--- src/hw/rtl/mfd_pkg.sv ---
`timescale 1ns / 1ps
package mfd_pkg;

   localparam int Inputs      = 8;
   localparam int HiddenOne   = 12;
   localparam int HiddenTwo   = 64;
   localparam int HiddenThree = 64;
   localparam int Outputs     = 5;
   localparam int ParamDepth  = 8192;
   localparam int MaxResults  = 5;

   localparam int AW = 13;

   localparam int OffBase = 0;
   localparam int MinBase = OffBase + Inputs;
   localparam int RngBase = MinBase + Outputs + Inputs;
   localparam int W1Base  = RngBase + Outputs + Inputs;
   localparam int B1Base  = W1Base + Inputs * HiddenOne;
   localparam int W2Base  = B1Base + HiddenOne;
   localparam int B2Base  = W2Base + HiddenOne * HiddenTwo;
   localparam int W3Base  = B2Base + HiddenTwo;
   localparam int B3Base  = W3Base + HiddenTwo * HiddenThree;
   localparam int W4Base  = B3Base + HiddenThree;
   localparam int B4Base  = W4Base + HiddenThree * Outputs;

   localparam int NumResults = (Outputs < MaxResults) ? Outputs : MaxResults;

   localparam logic CMD_LOAD   = 1'b0;
   localparam logic CMD_SAMPLE = 1'b1;

   // datapath operations
   typedef enum logic [3:0] {
      OP_NONE     = 4'd0,
      OP_WRITE    = 4'd1,  // parameter store write
      OP_OFFSET   = 4'd2,  // read offset for a sample
      OP_SAMPLE   = 4'd3,  // subtract offset, store sample
      OP_RD       = 4'd4,  // issue parameter read
      OP_SCALE_A  = 4'd5,  // diff = sample*2^16 - min
      OP_SCALE_B  = 4'd6,  // product with reciprocal, round, store
      OP_CLR      = 4'd7,  // clear accumulator and product
      OP_MAC      = 4'd8,  // multiply weight by activation, accumulate previous product
      OP_ACC      = 4'd9,  // accumulate product
      OP_BIAS     = 4'd10, // add bias*2^16
      OP_STORE    = 4'd11, // round, relu, store activation
      OP_OUT_MUL  = 4'd12, // acc = act * range
      OP_OUT_RES  = 4'd13  // round result into output register
   } op_type;

   typedef struct packed {
      op_type          op;
      logic [AW-1:0]   addr;     // parameter address
      logic [31:0]     wdata;
      logic [7:0]      act_rd;   // activation read index, bank bit on top
      logic [7:0]      act_wr;
      logic [2:0]      smp_idx;
      logic [23:0]     smp_raw;
   } cmd_type;

   function automatic logic signed [63:0] sat_add64(logic signed [63:0] a,
                                                   logic signed [63:0] b);
      logic signed [63:0] s;
      s = a + b;
      if (!a[63] && !b[63] && s[63]) return {1'b0, {63{1'b1}}};
      if (a[63] && b[63] && !s[63]) return {1'b1, {63{1'b0}}};
      return s;
   endfunction

   function automatic logic signed [31:0] round_q(logic signed [63:0] v);
      logic signed [63:0] r;
      logic signed [47:0] q;
      r = sat_add64(v, 64'sd32768);
      q = r[63:16];
      if (q > 48'sh0000_7FFF_FFFF) return 32'sh7FFF_FFFF;
      if (q < -48'sh0000_8000_0000) return 32'sh8000_0000;
      return q[31:0];
   endfunction

endpackage

--- src/hw/rtl/mfd_ctrl.sv ---
`timescale 1ns / 1ps
module mfd_ctrl (
   input  logic               clock,
   input  logic               reset,
   input  logic               req_tvalid,
   output logic               req_tready,
   input  logic [72:0]        req_tdata,
   output mfd_pkg::cmd_type   cmd,
   output logic               res_valid,
   output logic [2:0]         res_index,
   output logic               res_last,
   input  logic               res_free
);
   import mfd_pkg::*;

   typedef enum logic [7:0] {
      S_IDLE  = 8'b0000_0001,
      S_SMP   = 8'b0000_0010,
      S_SCALE = 8'b0000_0100,
      S_LAYER = 8'b0000_1000,
      S_OUT   = 8'b0001_0000,
      S_EMIT  = 8'b0010_0000,
      S_WAIT  = 8'b0100_0000,
      S_OFF   = 8'b1000_0000
   } state_type;

   state_type   state_ff, state_in;
   logic [2:0]  layer_ff, layer_in;   // 0..3
   logic [6:0]  node_ff, node_in;     // target node
   logic [7:0]  src_ff, src_in;       // source index, 0..nin+5
   logic [2:0]  sidx_ff, sidx_in;
   logic [23:0] sraw_ff, sraw_in;

   logic        acc;
   logic [7:0]  nin, nout;
   logic [AW-1:0] wbase, bbase;
   logic        sbank; // source bank

   assign acc = req_tvalid && req_tready;
   assign req_tready = (state_ff == S_IDLE);

   always_comb begin
      case (layer_ff)
         3'd0: begin nin = 8'(Inputs); nout = 8'(HiddenOne);
                     wbase = AW'(W1Base); bbase = AW'(B1Base); end
         3'd1: begin nin = 8'(HiddenOne); nout = 8'(HiddenTwo);
                     wbase = AW'(W2Base); bbase = AW'(B2Base); end
         3'd2: begin nin = 8'(HiddenTwo); nout = 8'(HiddenThree);
                     wbase = AW'(W3Base); bbase = AW'(B3Base); end
         default: begin nin = 8'(HiddenThree); nout = 8'(Outputs);
                     wbase = AW'(W4Base); bbase = AW'(B4Base); end
      endcase
   end
   assign sbank = layer_ff[0];

   always_comb begin
      logic [AW-1:0] widx;
      state_in = state_ff;
      layer_in = layer_ff;
      node_in  = node_ff;
      src_in   = src_ff;
      sidx_in  = sidx_ff;
      sraw_in  = sraw_ff;
      cmd       = '0;
      cmd.op    = OP_NONE;
      cmd.smp_idx = sidx_ff;
      cmd.smp_raw = sraw_ff;
      res_valid = 1'b0;
      res_index = node_ff[2:0];
      res_last  = (node_ff == 7'(NumResults - 1));
      widx = wbase + AW'(src_ff - 8'd1) * AW'(nout) + AW'(node_ff);
      case (state_ff)
         S_IDLE: begin
            if (acc) begin
               if (req_tdata[0] == CMD_LOAD) begin
                  cmd.op    = OP_WRITE;
                  cmd.addr  = req_tdata[13:1];
                  cmd.wdata = req_tdata[45:14];
               end else begin
                  sidx_in  = req_tdata[48:46];
                  sraw_in  = req_tdata[72:49];
                  state_in = S_OFF;
               end
            end
         end
         S_OFF: begin
            cmd.op   = OP_OFFSET;
            cmd.addr = AW'(OffBase) + AW'(sidx_ff);
            state_in = S_SMP;
         end
         S_SMP: begin
            cmd.op   = OP_SAMPLE;
            cmd.addr = AW'(OffBase) + AW'(sidx_ff);
            if (sidx_ff == 3'(Inputs - 1)) begin
               state_in = S_SCALE;
               src_in   = '0;
               node_in  = '0;
            end else begin
               state_in = S_IDLE;
            end
         end
         S_SCALE: begin
            // per input: 0 read min, 1 diff + read rng, 2 product, 3 store
            cmd.smp_idx = node_ff[2:0];
            cmd.act_wr  = {1'b0, 7'(node_ff)};
            case (src_ff[1:0])
               2'd0: begin cmd.op = OP_RD;
                  cmd.addr = AW'(MinBase + Outputs) + AW'(node_ff); end
               2'd1: begin cmd.op = OP_SCALE_A;
                  cmd.addr = AW'(RngBase + Outputs) + AW'(node_ff); end
               2'd2: cmd.op = OP_SCALE_B;
               default: cmd.op = OP_SCALE_B;
            endcase
            // the last step writes the rounded product
            if (src_ff[1:0] == 2'd3) cmd.op = OP_SCALE_B;
            src_in = src_ff + 8'd1;
            if (src_ff[1:0] == 2'd3) begin
               src_in = '0;
               if (node_ff == 7'(Inputs - 1)) begin
                  node_in  = '0;
                  layer_in = '0;
                  state_in = S_LAYER;
               end else begin
                  node_in = node_ff + 7'd1;
               end
            end
         end
         S_LAYER: begin
            // fixed schedule per node: 0 clears; step k (1..nin) reads weight
            // and activation k-1 while the MAC multiplies pair k-2 and adds
            // product k-3; then last add with bias read, bias add, store, idle
            cmd.act_wr = {~sbank, node_ff};
            if (src_ff >= 8'd1 && src_ff <= nin) begin
               cmd.addr   = widx;
               cmd.act_rd = {sbank, 7'(src_ff - 8'd1)};
            end else if (src_ff == nin + 8'd2) begin
               cmd.addr = bbase + AW'(node_ff);
            end
            if (src_ff == 8'd0) cmd.op = OP_CLR;
            else if (src_ff == 8'd1) cmd.op = OP_RD;
            else if (src_ff <= nin + 8'd1) cmd.op = OP_MAC;
            else if (src_ff == nin + 8'd2) cmd.op = OP_ACC;
            else if (src_ff == nin + 8'd3) cmd.op = OP_BIAS;
            else if (src_ff == nin + 8'd4) cmd.op = OP_STORE;
            else cmd.op = OP_NONE;
            src_in = src_ff + 8'd1;
            if (src_ff == nin + 8'd5) begin
               src_in = '0;
               if (node_ff == 7'(nout - 8'd1)) begin
                  node_in = '0;
                  if (layer_ff == 3'd3) state_in = S_OUT;
                  else layer_in = layer_ff + 3'd1;
               end else begin
                  node_in = node_ff + 7'd1;
               end
            end
         end
         S_OUT: begin
            // 0 read rng/act, 1 mul + read min, 2 round result, 3 idle
            cmd.act_rd = {1'b0, node_ff};
            case (src_ff[2:0])
               3'd0: begin cmd.op = OP_RD; cmd.addr = AW'(RngBase) + AW'(node_ff); end
               3'd1: begin cmd.op = OP_OUT_MUL;
                  cmd.addr = AW'(MinBase) + AW'(node_ff); end
               3'd2: cmd.op = OP_OUT_RES;
               default: cmd.op = OP_NONE;
            endcase
            src_in = src_ff + 8'd1;
            if (src_ff[2:0] == 3'd3) begin
               src_in = '0;
               state_in = S_EMIT;
            end
         end
         S_EMIT: begin
            res_valid = 1'b1;
            if (res_free) state_in = S_WAIT;
         end
         S_WAIT: begin
            if (node_ff == 7'(NumResults - 1)) begin
               node_in  = '0;
               state_in = S_IDLE;
            end else begin
               node_in  = node_ff + 7'd1;
               state_in = S_OUT;
            end
         end
         default: state_in = S_IDLE;
      endcase
   end

   // advance state and step counters
   always_ff @(posedge clock) begin
      if (reset) begin
         state_ff <= S_IDLE;
         layer_ff <= '0;
         node_ff  <= '0;
         src_ff   <= '0;
      end else begin
         state_ff <= state_in;
         layer_ff <= layer_in;
         node_ff  <= node_in;
         src_ff   <= src_in;
      end
      sidx_ff <= sidx_in;
      sraw_ff <= sraw_in;
   end
endmodule

--- config.mk ---
export PLATFORM = sky130hd
export DESIGN_NAME = mfd_ctrl
export DESIGN_NICKNAME = d
export VERILOG_FILES = /design/src/hw/rtl/mfd_pkg.sv /design/src/hw/rtl/mfd_ctrl.sv
export SDC_FILE = /design/constraint.sdc
export NUM_CORES = 1
export LEC_CHECK = 0
export BUFFER_PORTS_ARGS = -buffer_cell sky130_fd_sc_hd__buf_2
export CAP_MARGIN = 15
export CORE_ASPECT_RATIO = 1.5
export CORE_UTILIZATION = 30
export CTS_BUF_LIST = sky130_fd_sc_hd__clkbuf_16
export CTS_CLUSTER_SIZE = 25
export DETAILED_ROUTE_END_ITERATION = 16
export HOLD_SLACK_MARGIN = 0.12
export SETUP_SLACK_MARGIN = 0.2
export SLEW_MARGIN = 20
export SYNTH_ARGS = -nofsm -noshare
export SYNTH_HDL_FRONTEND = slang
export SYNTH_SLANG_ARGS = --single-unit
--- constraint.sdc ---
create_clock -name clock -period 11.4 [get_ports clock]
set_input_delay 1.14 -clock clock [delete_from_list [all_inputs] [get_ports clock]]
set_output_delay 1.14 -clock clock [all_outputs]
set_load 0.1 [all_outputs]
---- After elaboration in Yosys (flattened, before gate mapping) ----
Cells that the tools add are included.
storage, ports and cells
  flip-flop bits (word level) ............. 53
  input bits .............................. 77
operators by class
  add/sub/neg operators ................... 18
  reductions and logical operators ........ 15
  multiplexer cells ....................... 56
  eq/ne operators ......................... 36
  multiply operators ...................... 1
  bitwise logic cells ..................... 1
  order comparisons ....................... 3
operator list
  kind                   number
  $mux W8                14
  $pmux W17 S6           1
  $mux W46               2
  $pmux W13 S3           2
  $pmux W8 S2            4
  $pmux W8 S8            1
  $mux W7                6
  $eq A8 B8 Y1           4
  $mux W32               1
  $pmux W8 S4            1
  $mux W4                7
  $pmux W7 S2            2
  $pmux W7 S4            1
  $add A13 B7 Y13        2
  $mux W13               2
  $mux W3                7
  $ne A2 B2 Y1 const B   9
  $add A4 B7 Y8 const A  2
  $add A5 B7 Y8 const A  2
  $add A8 B1 Y8 const B  2
  $add A8 B2 Y8 const B  2
  $add A8 B3 Y8 const B  2
  $eq A8 B1 Y1 const B   2
  $eq A7 B3 Y1 const B   2
  other kinds (41)       50

---- Longest topological paths before layout ----
Gate-level depths: netlist of run 1.
  depth after elaboration ................. 11
  mapped depth ............................ 23

---- Worst setup path before layout of run 1 ----
No wires, ideal clock.
  path type ............................... register to output
  from .................................... reg src_ff[0]
  to ...................................... out cmd[84] (netlist bit)
  path buffers ............................ 1
  data arrival time ....................... 6.713 ns
  path slack .............................. 3.547 ns
  cell stages (with the launch flop) ...... 22
  data required time ...................... 10.260 ns
  path through ............................ dfxtp_1 > clkbuf_1 > inv_1 > ha_1 > nand2_1 > xor2_1 > nor2_1 > ha_1 > inv_1 > fa_1 > inv_1 > ha_1 > fa_1 > inv_1 > fa_1 > inv_1 > ha_1 > o21a_1 > o21a_1 > o21ai_0 > xor2_1 > o21ai_0
RTL lines
  what                    RTL line         RTL
  start, declared         mfd_ctrl.sv:30   logic [7:0] src_ff, src_in;
  start signal, assigned  mfd_ctrl.sv:202  src_ff <= src_in;
  end, declared           mfd_ctrl.sv:8    output mfd_pkg::cmd_type cmd,

==> flow_summary.toml, run 1 <==
[synthesis]
synth-simple-area-share = 0.2139
synthCells = 740
synth.net_count = 919
synth_cell_types = 80
yosysSeqAreaShare = 0.2169
synth_compound_area_frac = 0.1908
synth.area.top_cells = "ha_1 15%, edfxtp_1 13%, dfxtp_1 8.5%, fa_1 8.5%, nor2_1 5.0%"
synth_edf_count = 27
synth_mux_area_frac = 0.01325
yosys-top-cells-count = "81 x nor2_1, 78 x inv_1, 76 x ha_1"
synth_xor_xnor_area_share = 0.04281
syn_area_sq_mm = 0.006137
async_reset_ff_frac = 0
synth_adder_area_share = 0.2398
yosys.area.top_type = "ha_1"
ys_ff_latch = 53
yosysMostFrequentCell = "nor2_1"
yosys_warnings = 0
synth_top_family_by_area = "adder cells"
yosysTopAreaCellShare = 0.1549
avgSynthCellArea_sq_um = 8.293
synth-main-ff-cell = "edfxtp_1"

[floorplan]
std_cell_rows = 63
io_pins = 175
core_area_sq_mm = 0.01994
initial_core_util = 0.3077
dieArea_sq_mm = 0.02104
die_h_um = 177.2
die_w_um = 118.8

[routing]
avgRoutedWirePerCell_um = 17.31
ant_nets = 0
drc = 0
vias_per_cell = 5.259
drt_iter0_drc = 461
wl_mm = 19.82
drt-pass1-iter-count = 5
via_count = 6022

[status]
status = "finished clean"

[cts]
clock_latency_ps = 310
cts_num_sinks = 53
postCtsSetupRepairBufs = 0
ctsRootBufferMaster = "clkbuf_16"
clockBufferDepth = 2
cts.repair.resized = 0
htree_levels = 2
ctsHoldBuffers = 0
clk_pin_slew_worst_paths_ps = 80
cts-buffers-inserted = 5
cts_tree = "yes"

[worst_setup_path]
r2r_start = "src_ff[2]$_SDFFE_PP0P_"
r2r_cells = 7
startpoint_type = "flip-flop"
worst-path-stages = 23
worstPathRequired_ps = 10260
criticalPathCategory = "reg2out"
cp_cell_sequence = "inv_1 > ha_1 > nor3_1 > nor2_1 > nor2_1 > ha_1 > inv_1 > fa_1 > inv_1 > ha_1 > fa_1 > inv_1 > fa_1 > inv_1 > ha_1 > o21a_1 > o31a_1 > nor3_1 > o21ai_0 > a31oi_1 > xnor2_1 > o21ai_1 > buf_2"
worst_path_max_delay_cell = "nor2_1"
cp_max_fo = 14
cp_data_arrival_time_ps = 6240
critPathCaptureType = "primary output"
r2r_slack_ps = 8140
cp_num_buf_inv = 6
cp_top_family = "adder cells"
regToRegEndpoint = "node_ff[0]$_SDFFE_PP0P_"
crit_top_cell = "inv_1"
critPathMaxStageDelay_ps = 720

[timing]
finalSetupTns_ps = 0
slew_headroom = 0.3671
hold_violations = 0
min_period_ps = 7376
finalCritPeriodShare = 0.6470
rsz0062_at_grt = "false"
finalClockSkew_ps = 9.496
fmax_mhz = 135.6
report.final.slew_viol_count = 0
whs_ps = 573.9
setup_viol = 0
tightest_slew_ps = 945.9

[global_routing]
grtUsageTotal = 0.1827
overflow = 0
grt_max_degree = 47
antenna_found_initial = 0
grt_pass1_wl_mm = 30.41
grt_pass1_vias = 5729

[hold_path]
hold_path_depth = 2
hold_path.class = "reg2reg"
hold_start = "layer_ff[2]$_SDFFE_PP0P_"
min_to = "layer_ff[2]$_SDFFE_PP0P_"

[place]
port_buffers = 174
gp_congestion = 0.8771
hpwl_mm = 15.81

[pwr]
vdd_drop_max_v = 0.0001340
power.density_mw_per_mm2 = 71.52
total_power_mw = 0.5238
p_leak_nw = 3.438

[finish]
fillers = 2109
diodes = 0
syn_to_final_growth_pct = 19.33
fin_nets = 1063
drive_above_1_share = 0.2328
fin_util = 0.3672

[job]
drv_cap = 0
[per-layer routing]
| metal | share of wire | global-route usage |
|---|---|---|
| met1 | 0.40 | 0.2160 |
| met2 | 0.51 | 0.3311 |
| met3 | 0.056 | 0.02255 |
| met4 | 0.035 | 0.07542 |
| met5 | 0 | 0 |
[registers in the layout (all words and copies together) (netlist names)]
register and flops:
sraw_ff 24, src_ff 8, state_ff 8, node_ff 7
layer_ff 3, sidx_ff 3
[power breakdown]
part / internal [mW] / switching (mW) / leakage [nW]
registers: 0.207 / 0.00262 / 0.460
clock network: 0.0848 / 0.0782 / 0.0767
logic: 0.0288 / 0.123 / 2.90
total: 0.320 / 0.204 / 3.44
[cell families (layout without fill, tap and decap cells)]
group                      after synthesis  after routing
muxes                                    8              8
xor gates and xnor gates                30             30
buffers and inverters                  121            266
AOI/OAI and AO/OA                      169            169
adders and majority gates              102            102
DFF                                     53             53
and+or+nand+nor                        256            256
other                                    1              1
[worst reg2reg max path, cell delays in order (launching register included)]
cell,delay [ps]
dfxtp_1,650
inv_1,290
ha_1,390
nor4b_1,450
a41oi_2,350
a21o_1,320
o31a_1,400
mux2_2,300
[per-stage QoR]
| step | cells | instance area (sq um) | worst slack [ps] |
|---|---|---|---|
| after floorplan | 740 | 6137 | 3547 |
| after global placement | 1137 | 7169 | 4414 |
| after detailed placement | 1137 | 7169 | 4291 |
| after CTS | 1145 | 7323 | 3916 |
| after global routing | 1145 | 7323 | 3498 |
| final | 1145 | 7323 | 4024 |
[cells in the final DEF (no fill, tap or decap), types with 22 or more instances in the layout]
| cell type | netlist | routed |
|---|---|---|
| ha_1 | 76 | 76 |
| nor2_1 | 81 | 80 |
| o21ai_0 | 31 | 31 |
| buf_2 | 5 | 174 |
| dfxtp_1 | 26 | 26 |
| a21oi_1 | 31 | 31 |
| inv_1 | 78 | 78 |
| nand2_1 | 42 | 42 |
| xnor2_1 | 22 | 22 |
| and2_1 | 36 | 36 |
| fa_1 | 26 | 26 |
| edfxtp_1 | 27 | 27 |
| nor3_1 | 31 | 31 |
[how the worst max path moves through the flow]
stage / start / endpoint / slack (ps)
2_1_floorplan: src_ff[0]$_SDFFE_PP0P_ / cmd[84] / 3550
3_3_place_gp: layer_ff[1]$_SDFFE_PP0P_ / cmd[87] / 4410
3_5_place_dp: layer_ff[1]$_SDFFE_PP0P_ / cmd[87] / 4290
4_1_cts: layer_ff[1]$_SDFFE_PP0P_ / cmd[87] / 3920
5_1_grt: src_ff[0]$_SDFFE_PP0P_ / cmd[87] / 3500
6_report: layer_ff[1]$_SDFFE_PP0P_ / cmd[87] / 4020
[layout make-up]
class | count | area [sq um] | share of cell area
Timing Repair Buffer | 178 | 900.9 | 0.1230
Clock buffer | 5 | 125.1 | 0.01709
Sequential cell | 53 | 1331 | 0.1818
Inverter | 80 | 300.3 | 0.04100
Multi-Input combinational cell | 566 | 4312 | 0.5888
Tap cell | 260 | 325.3 | 0.04442
Clock inverter | 3 | 28.78 | 0.003930
Note: power is estimated with default switching activity, not from simulation.
==> run 2: changes to the inputs <==
- clock period: 11.4 -> 6.76 ns (I/O delays scaled with it)
==> flow_summary.toml, run 2 (synthesis gave the netlist of run 1 again) <==
[cts]
htree_levels = 2
clockBufferDepth = 2
cts_num_sinks = 53
cts-buffers-inserted = 5
clock_latency_ps = 300
cts_tree = "yes"
ctsRootBufferMaster = "clkbuf_16"
clk_pin_slew_worst_paths_ps = 80

[floorplan]
std_cell_rows = 63
initial_core_util = 0.3077
die_w_um = 118.8
die_h_um = 177.2
dieArea_sq_mm = 0.02104
io_pins = 175
core_area_sq_mm = 0.01994

[hold_path]
hold_path.class = "in2reg"
hold_path_depth = 1

[finish]
drive_above_1_share = 0.2528
final_common_cell = "buf_2"
top_regs = "sraw_ff x24, src_ff x8, state_ff x8"
syn_to_final_growth_pct = 21.57
fillers = 2092
diodes = 0
final_cell_mix = "171 x buf_2, 80 x nor2_1, 78 x inv_1, 76 x ha_1, 42 x nand2_1"
fin_nets = 1072
top_register = "sraw_ff"
largest_register_ff_count = 24

[place]
gp_congestion = 0.9067
port_buffers = 174
dp_slack_ps = 444.7
hpwl_mm = 15.78

[pwr]
vdd_drop_max_v = 0.0001912
power.density_mw_per_mm2 = 118.8
p_leak_nw = 3.506
total_power_mw = 0.8865

[worst_setup_path]
startpoint_type = "flip-flop"
worstPathRequired_ps = 6080
criticalPathCategory = "reg2out"
cp_data_arrival_time_ps = 5510
critPathCaptureType = "primary output"
r2r_slack_ps = 3450
cp_max_fo = 10
r2r_cells = 10

[timing]
min_period_ps = 6190
tightest_slew_ps = 847.4
finalClockSkew_ps = 7.547
setup_slack_ps = 570.3
rsz0062_at_grt = "false"
report.final.slew_viol_count = 0
whs_ps = 543.0
slew_headroom = 0.4326
setup_viol = 0
finalCritPeriodShare = 0.9156
fmax_mhz = 161.6
hold_violations = 0
finalSetupTns_ps = 0

[routing]
wl_mm = 19.76
ant_nets = 0
drt_iter0_drc = 442
drc = 0
via_count = 5975
drt-pass1-iter-count = 6
avgRoutedWirePerCell_um = 17.12
vias_per_cell = 5.178

[global_routing]
grt_pass1_vias = 5801
grt_max_degree = 47
grtUsageTotal = 0.1829
overflow = 0
grt_pass1_wl_mm = 30.30
antenna_found_initial = 0

[status]
status = "finished clean"

[job]
drv_cap = 0
## run 2: where the power goes
| part | leakage (nW) | switching [mW] | total (mW) | internal, mW |
|---|---|---|---|---|
| Clock | 0.0763 | 0.133 | 0.276 | 0.142 |
| Combinational | 2.97 | 0.208 | 0.258 | 0.0501 |
| Sequential | 0.461 | 0.00437 | 0.353 | 0.348 |
## run 2: final cells by class
type | instances | area, sq um | area share
well taps | 260 | 325.3 | 0.04360
clock buffers | 5 | 125.1 | 0.01677
flip-flops and latches | 53 | 1334 | 0.1788
repair buffers | 187 | 987.2 | 0.1323
clock inverters | 3 | 28.78 | 0.003857
multi-input cells | 566 | 4360 | 0.5844
inverters | 80 | 300.3 | 0.04025
## run 2: final timing paths
kind                            startpoint                        to
setup / recovery    src_ff[3]$_SDFFE_PP0P_                   cmd[87]
hold reg to reg   layer_ff[2]$_SDFFE_PP0P_  layer_ff[2]$_SDFFE_PP0P_
setup reg to reg  layer_ff[1]$_SDFFE_PP0P_   node_ff[0]$_SDFFE_PP0P_
hold / removal               req_tdata[60]     sraw_ff[11]$_DFFE_PP_
## run 2: critical path, stage by stage, from the launching register on
cell and delay (ps):
dfxtp_1 430, nor4_2 360, nand2_1 180, xor2_2 230
nor2_1 80, ha_1 270, inv_1 50, fa_1 500
inv_1 40, ha_1 310, fa_1 540, inv_1 50
fa_1 500, inv_1 40, ha_1 330, o21a_1 120
o31a_1 120, nor3_1 200, o21ai_2 120, a31oi_2 230
xnor2_1 100, o21ai_2 170, buf_8 220
## run 2: what timing repair did
item                                    in CTS  in global routing
cloned                                       0                  0
hold buffers                                 0                  0
gates resized for setup                      1                 17
pin swaps                                    0                  1
endpoints found under the setup margin       1                  5
buffers inserted                             0                  0
## run 2: layer usage
| layer | share of wire | GRT usage |
|---|---|---|
| met5 | 0 | 0 |
| met4 | 0.024 | 0.06487 |
| met3 | 0.059 | 0.02384 |
| met2 | 0.51 | 0.3355 |
| met1 | 0.40 | 0.2162 |
## run 2: stage by stage
step | area [sq um] | std cells | util
floorplan | 6145 | 740 | -
global placement | 7244 | 1146 | 0.3633
detailed placement | 7244 | 1146 | 0.3633
CTS | 7401 | 1154 | 0.3711
global route | 7461 | 1154 | 0.3741
finish | 7461 | 1154 | 0.3741
